$ cat src/rtl/sqns_pkg.sv
// Package for the two-channel square and noise sound core.
// Holds widths, constants and register indexes; no dependencies.

package sqns_pkg;

    localparam int CountWidth  = 10;
    localparam int CtrlWidth   = 8;
    localparam int NoiseWidth  = 8;
    localparam int VolWidth    = 14;
    localparam int SampleWidth = 15;
    localparam int CfgIdxWidth = 2;
    localparam int CfgDataWidth = 10;

    localparam logic [CountWidth-1:0] CountTop  = 10'd1023;
    localparam logic [CountWidth-1:0] NoToggle  = 10'd1022;
    localparam logic [NoiseWidth-1:0] NoiseTaps = 8'hB3;
    localparam logic [NoiseWidth-1:0] NoiseInit = 8'hFF;
    localparam logic [VolWidth-1:0]   VolCap    = 14'd8192;
    localparam logic [SampleWidth-1:0] SampleMax = 15'd16384;

    // Control register bit positions.
    localparam int CtrlCh1On    = 4;
    localparam int CtrlCh2On    = 5;
    localparam int CtrlNoiseOn  = 6;
    localparam int CtrlDacMode  = 7;

    typedef enum logic [CfgIdxWidth-1:0] {
        REG_SOUND_CONTROL   = 2'd0,
        REG_CHANNEL1_RELOAD = 2'd1,
        REG_CHANNEL2_RELOAD = 2'd2
    } cfg_index_t;

    function automatic logic parity8(input logic [NoiseWidth-1:0] v);
        parity8 = ^v;
    endfunction

endpackage

$ cat src/rtl/two_channel_square_noise_sound_core.sv
// Two-channel square-wave and LFSR noise sound generator, top level.
// Depends on sqns_pkg for widths, constants and register indexes.

// One item carries a tick bit. A tick of 1 steps both 10-bit counters once
// (reload from the channel reload value on reaching 1023, toggle the square
// bit unless the reload value is 1022, and on channel 2 also step the 8-bit
// noise register with parity taps 0xB3); a tick of 0 leaves the state alone.
// Either way the item yields one mixed sample. DAC mode (control bit 7)
// forces both counters to their reload values and all outputs high on a
// tick. The core takes one item per clock unless stalled: the state update and
// the mixer sit between the state registers and a single output register, so
// an item appears on the output in the cycle after it is accepted, and a new
// item is taken in the same cycle in which the waiting sample leaves. in_stall
// rises only while a sample is held by out_stall. Configuration writes take
// effect at the clock edge where cfg_we is high; an index of 3 is ignored.
module two_channel_square_noise_sound_core
    import sqns_pkg::*;
(
    input  logic                    clk,
    input  logic                    rst_n,
    // configuration
    input  logic                    cfg_we,
    input  logic [CfgIdxWidth-1:0]  cfg_index,
    input  logic [CfgDataWidth-1:0] cfg_data,
    // input channel
    input  logic                    in_valid,
    output logic                    in_stall,
    input  logic                    tick,
    // output channel
    output logic                    out_valid,
    input  logic                    out_stall,
    output logic [SampleWidth-1:0]  sample
);

    // Configuration registers.
    logic [CtrlWidth-1:0]  sound_control_reg;
    logic [CountWidth-1:0] channel1_reload_reg;
    logic [CountWidth-1:0] channel2_reload_reg;

    // Generator state.
    logic [CountWidth-1:0] count_one_reg,   count_one_next;
    logic                  square_one_reg,  square_one_next;
    logic [CountWidth-1:0] count_two_reg,   count_two_next;
    logic                  square_two_reg,  square_two_next;
    logic [NoiseWidth-1:0] noise_shift_reg, noise_shift_next;
    logic                  noise_bit_reg,   noise_bit_next;

    // Output register.
    logic                   out_valid_reg;
    logic [SampleWidth-1:0] sample_reg, sample_next;

    logic                  in_accept;
    logic [CountWidth-1:0] inc_one, inc_two;
    logic                  noise_fb;
    logic [VolWidth-1:0]   volume;

    // Accept when the output register is empty or drains this cycle.
    assign in_stall  = out_valid_reg && out_stall;
    assign in_accept = in_valid && !in_stall;
    assign out_valid = out_valid_reg;
    assign sample    = sample_reg;

    // Configuration writes.
    always_ff @(posedge clk or negedge rst_n)
    begin
        if (!rst_n)
        begin
            sound_control_reg   <= '0;
            channel1_reload_reg <= '0;
            channel2_reload_reg <= '0;
        end
        else if (cfg_we)
        begin
            case (cfg_index)
                REG_SOUND_CONTROL:   sound_control_reg   <= cfg_data[CtrlWidth-1:0];
                REG_CHANNEL1_RELOAD: channel1_reload_reg <= cfg_data[CountWidth-1:0];
                REG_CHANNEL2_RELOAD: channel2_reload_reg <= cfg_data[CountWidth-1:0];
                default:             ;
            endcase
        end
    end

    // On a tick counters advance, reload at the top, squares toggle; DAC mode forces.
    always_comb
    begin
        inc_one          = count_one_reg + 1'b1;
        inc_two          = count_two_reg + 1'b1;
        noise_fb         = noise_bit_reg ^ parity8(noise_shift_reg & NoiseTaps);
        count_one_next   = count_one_reg;
        square_one_next  = square_one_reg;
        count_two_next   = count_two_reg;
        square_two_next  = square_two_reg;
        noise_shift_next = noise_shift_reg;
        noise_bit_next   = noise_bit_reg;
        if (tick)
        begin
            if (sound_control_reg[CtrlDacMode])
            begin
                // DAC mode: hold counters at reload, force outputs high.
                count_one_next   = channel1_reload_reg;
                count_two_next   = channel2_reload_reg;
                square_one_next  = 1'b1;
                square_two_next  = 1'b1;
                noise_shift_next = NoiseInit;
                noise_bit_next   = 1'b1;
            end
            else
            begin
                count_one_next = inc_one;
                if (inc_one == CountTop)
                begin
                    count_one_next = channel1_reload_reg;
                    if (channel1_reload_reg != NoToggle)
                    begin
                        square_one_next = !square_one_reg;
                    end
                end
                count_two_next = inc_two;
                if (inc_two == CountTop)
                begin
                    count_two_next = channel2_reload_reg;
                    if (channel2_reload_reg != NoToggle)
                    begin
                        // Channel 2 toggle also steps the noise register.
                        square_two_next  = !square_two_reg;
                        noise_bit_next   = noise_fb;
                        noise_shift_next = {noise_shift_reg[NoiseWidth-2:0], noise_fb};
                    end
                end
            end
        end
    end

    // Mixer: volume capped at 8192, added per active source; noise only if ch2 off.
    always_comb
    begin
        volume = {sound_control_reg[3:0], 10'd0};
        if (volume > VolCap)
        begin
            volume = VolCap;
        end
        sample_next = '0;
        if (sound_control_reg[CtrlCh1On] && square_one_next)
        begin
            sample_next = sample_next + SampleWidth'(volume);
        end
        if (sound_control_reg[CtrlCh2On])
        begin
            if (square_two_next)
            begin
                sample_next = sample_next + SampleWidth'(volume);
            end
        end
        else if (sound_control_reg[CtrlNoiseOn] && !noise_bit_next)
        begin
            sample_next = sample_next + SampleWidth'(volume);
        end
    end

    // State and output register: advance on every accepted item.
    always_ff @(posedge clk or negedge rst_n)
    begin
        if (!rst_n)
        begin
            count_one_reg   <= '0;
            square_one_reg  <= 1'b0;
            count_two_reg   <= '0;
            square_two_reg  <= 1'b0;
            noise_shift_reg <= NoiseInit;
            noise_bit_reg   <= 1'b1;
            out_valid_reg   <= 1'b0;
        end
        else
        begin
            if (in_accept)
            begin
                count_one_reg   <= count_one_next;
                square_one_reg  <= square_one_next;
                count_two_reg   <= count_two_next;
                square_two_reg  <= square_two_next;
                noise_shift_reg <= noise_shift_next;
                noise_bit_reg   <= noise_bit_next;
                out_valid_reg   <= 1'b1;
            end
            else if (!out_stall)
            begin
                out_valid_reg <= 1'b0;
            end
        end
    end

    always_ff @(posedge clk)
    begin
        if (in_accept)
        begin
            sample_reg <= sample_next;
        end
    end

`ifndef SYNTHESIS
    // Every accepted item shows up on the output next cycle.
    a_accept_to_out: assert property (@(posedge clk) disable iff (!rst_n)
        in_accept |=> out_valid)
        else $error("accepted item did not reach the output register");

    // A held sample is never overwritten by a new item.
    a_no_overwrite: assert property (@(posedge clk) disable iff (!rst_n)
        (out_valid && out_stall) |-> !in_accept)
        else $error("item accepted while output held");

    // The mixed level stays within two full volumes.
    a_sample_range: assert property (@(posedge clk) disable iff (!rst_n)
        out_valid |-> (sample <= SampleMax))
        else $error("sample out of range");

    // A DAC-mode tick leaves the noise register and squares forced high.
    a_dac_force: assert property (@(posedge clk) disable iff (!rst_n)
        (in_accept && tick && sound_control_reg[CtrlDacMode]) |=>
        (noise_shift_reg == NoiseInit && noise_bit_reg && square_one_reg
         && square_two_reg))
        else $error("DAC mode did not force generator state");
`endif

endmodule
$ cat config.mk
export PLATFORM = sky130hd
export DESIGN_NAME = two_channel_square_noise_sound_core
export DESIGN_NICKNAME = d
export VERILOG_FILES = /design/src/rtl/sqns_pkg.sv /design/src/rtl/two_channel_square_noise_sound_core.sv
export SDC_FILE = /design/constraint.sdc
export NUM_CORES = 1
export LEC_CHECK = 0
export BUFFER_PORTS_ARGS = -buffer_cell sky130_fd_sc_hd__buf_2
export CORE_ASPECT_RATIO = 1.25
export CORE_MARGIN = 5
export CORE_UTILIZATION = 45
export CTS_BUF_LIST = sky130_fd_sc_hd__clkbuf_8
export DETAILED_ROUTE_END_ITERATION = 8
export GPL_ROUTABILITY_DRIVEN = 0
export GPL_TIMING_DRIVEN = 0
export PLACE_DENSITY = 0.68
export SETUP_SLACK_MARGIN = 0.3
export SYNTH_ARGS = -nofsm -noshare
export SYNTH_HDL_FRONTEND = slang
export SYNTH_SLANG_ARGS = --single-unit
$ cat constraint.sdc
create_clock -name clk -period 2.7 [get_ports clk]
set_input_delay 0.405 -clock clk [delete_from_list [all_inputs] [get_ports clk]]
set_output_delay 0.405 -clock clk [all_outputs]
set_load 0.01 [all_outputs]
==> metrics.yaml <==
cts_hold_repair.buffers: 0
tritoncts: "yes"
maxSlewViolCount: 0
cts_max_path_buffers: 2
critical_path_required_ns: 2.79
rsz0062_at_grt: "yes"
drive_gt1_share_pct: 35.8
setup_slack_ns: 0.146
grt_first_pass_wirelength_um: 14800
ant_nets: 0
ys_top_cells_by_area: "dfrtp_1 (34%), mux2_2 (8.8%), dfstp_2 (6.4%)"
placement.cell_area_sq_mm: 0.00402
avgSynthCellArea_sq_um: 9.82
fp.dieW_um: 91.3
arrival_ns: 2.64
netlist_instances: 379
pwr_density_mw_per_mm2: 830
p_leak_nw: 1.92
rr_worst_depth: 7
post-synth-top-area-fraction_pct: 34.3
final_cells: 547
ff_latch_area_sq_mm: 0.00167
routed_via_density: 5.76
drt-pass1-iter-count: 5
period_needed_ns: 2.55
fillCellCount: 711
count_of_standard_cell_rows: 37
max-cap-violations: 0
crit_start: "count_one_reg[1]"
die_area_sq_mm: 0.0102
clock-sinks: 65
initial_utilization_pct: 45.7
path_max_fanout: 6
cts_root_buffer_type: "clkbuf_8"
critPathCaptureType: "flop"
half_perimeter_wire_length_after_detailed_placement_um: 6290
synth.ff_latch_count: 65
drt-wirelength-per-cell_um: 17.0
antenna_found_initial: 0
reg2reg_setup_slack_ns: 0.15
vdd.ir_drop.worst_v: 0.000513
setup_violations: 0
rr_startpoint: "count_one_reg[1]"
synth.yosys.warnings: 0
worst_pin_slew_ns: 1.16
insertedDiodeCount: 0
synth_seq_area_share_pct: 44.7
finalWirelength_um: 9310
layout.cell_area.non_filler_sq_mm: 0.00453
nets: 467
final_common_cell: "dfrtp_1"
hold_viol_final: 0
place.detailed.instances: 509
core_sq_mm: 0.00815
groute.usage.overall_pct: 18.2
layout_common_cells: "dfrtp_1 (47), a21oi_1 (33), nor2_1 (33)"
port_buffers: 24
worst_slew_margin_rel_pct: 22.5
status: "completed"
clock-skew-final_ns: 0.00907
hold_path_class: "input pin to async pin"
detailedRoute.firstIterationViolations: 181
post_synthesis_cell_area_sq_mm: 0.00372
ios: 35
floorplan.die.height_um: 112
drcViolationCount: 0
worstSetupStartpointType: "flop"
dr_total_vias: 3148
worstSkewPairLatency_ns: 0.35
gr-total-overflow: 0
critPathMaxStageDelay_ns: 0.54
crit_chain: "nand4_4 -> or3_4 -> a221o_1 -> or4_4 -> and4_4 -> o22ai_2 -> o41ai_2"
synthDistinctLibCells: 73
worst-setup-path-type: "flop to flop"
numCtsBuffers: 9
area_taken_by_multi_input_logic_gates_sq_mm: 0.00203
endpoint: "sample[12]"
reg2reg_to: "sample[12]"
crit_path_top_delay_cell: "or4_4"
grt_max_degree: 61
synth_enable_flop_cells: 5
htreeDepth: 3
clk_pin_slew_worst_paths_ns: 0.08
maximum_clock_rate_mhz: 391
post-route-period-util_pct: 94.6
preCtsSetupSlack_ns: -0.0299
synthToLayoutAreaGrowth_pct: 21.8
synthFlopType: "dfrtp_1"
fraction_of_synthesis_flops_using_an_asynchronous_set_or_reset_pin_pct: 92.3
yosys.area.top_type: "dfrtp_1"
via_count_of_the_first_global_routing_pass: 2998
metal layers:
layer	up-vias	GRT usage (%)	routed length [um]
li1	1505	-	-
met1	1542	22.9	3950
met2	79	30.2	4740
met3	22	3.51	373
met4	0	8.12	244
met5	-	0	0
worst max-delay path, delay by kind of cell (launching register included):
kind               cells  cell delay (ns)
and+or+nand+nor        4             1.21
DFF                    1             0.47
AOI/OAI and AO/OA      3             0.61
worst min-delay path by stage:
stage / cells after the start / endpoint / start
after floorplan: 0 / channel1_reload_reg[0] / rst_n
after global placement: 1 / sound_control_reg[6] / sound_control_reg[6]
after detailed placement: 1 / sound_control_reg[6] / sound_control_reg[6]
after CTS: 2 / out_valid / in_valid
after global routing: 1 / square_one_reg / rst_n
final: 1 / out_valid / rst_n
report_power, final:
part	switching (mW)	internal [mW]
sequential	0.269	1.29
combinational	0.738	0.698
clock	0.404	0.359
cell families after synthesis:
group / Yosys count / share of synthesized area, %
xor gates and xnor gates: 4 / 1.31
buffers and inverters: 41 / 5.85
other: 1 / 0.101
DFF: 65 / 44.7
AOI/OAI and AO/OA: 101 / 17.6
and+or+nand+nor: 129 / 18.9
adders and majority gates: 4 / 1.35
muxes: 34 / 10.2
cell type report:
type	count	share of cell area [%]
Buffer	32	4.56
Clock buffer	10	3.04
Clock inverter	6	0.939
Inverter	9	0.745
Multi-Input combinational cell	282	44.7
Sequential cell	65	36.8
Tap cell	97	2.68
Timing Repair Buffer	46	6.52
through the flow:
step | setup TNS [ns] | hold slack (ns) | power (mW) | utilization [%]
after floorplan | 0 | 0.109 | 2.41 | -
after global placement | -0.000334 | 0.489 | 2.68 | 49.4
after detailed placement | -0.0546 | 0.490 | 2.72 | 49.4
after CTS | 0 | 0.249 | 3.67 | 54.1
after global routing | 0 | 0.188 | 4.00 | 55.6
final | 0 | 0.134 | 3.76 | 55.6
timing repair:
action / in CTS / in global routing
gates cloned: 1 / 1
setup endpoints to repair: 31 / 32
resized for setup: 23 / 24
pin swaps: 7 / 5
setup buffers: 13 / 7
synthesized netlist by cell type (2+ instances only):
cell,count
inv_1,8
and3_1,6
buf_2,2
nand4_1,7
nor2b_1,4
a31oi_1,7
ha_1,4
dfstp_2,9
nand4b_1,3
xnor2_1,2
nand3_1,15
o21a_1,4
a31o_2,2
nand2_1,23
and2_1,3
a21o_1,2
mux2_2,29
o21ai_0,11
edfxtp_1,5
nor4_1,3
a311o_2,2
nand3b_1,2
a21oi_1,34
and4_1,2
clkbuf_1,16
nor2_1,33
dfrtp_1,51
or2_2,2
o21ai_1,8
o22ai_1,6
o22a_1,4
a311oi_1,3
nor3_1,8
mux2i_1,4
nand2b_1,4
buf_6,3
o211ai_1,2
buf_4,10
and2b_1,2
Note: power is estimated with default switching activity, not from simulation.
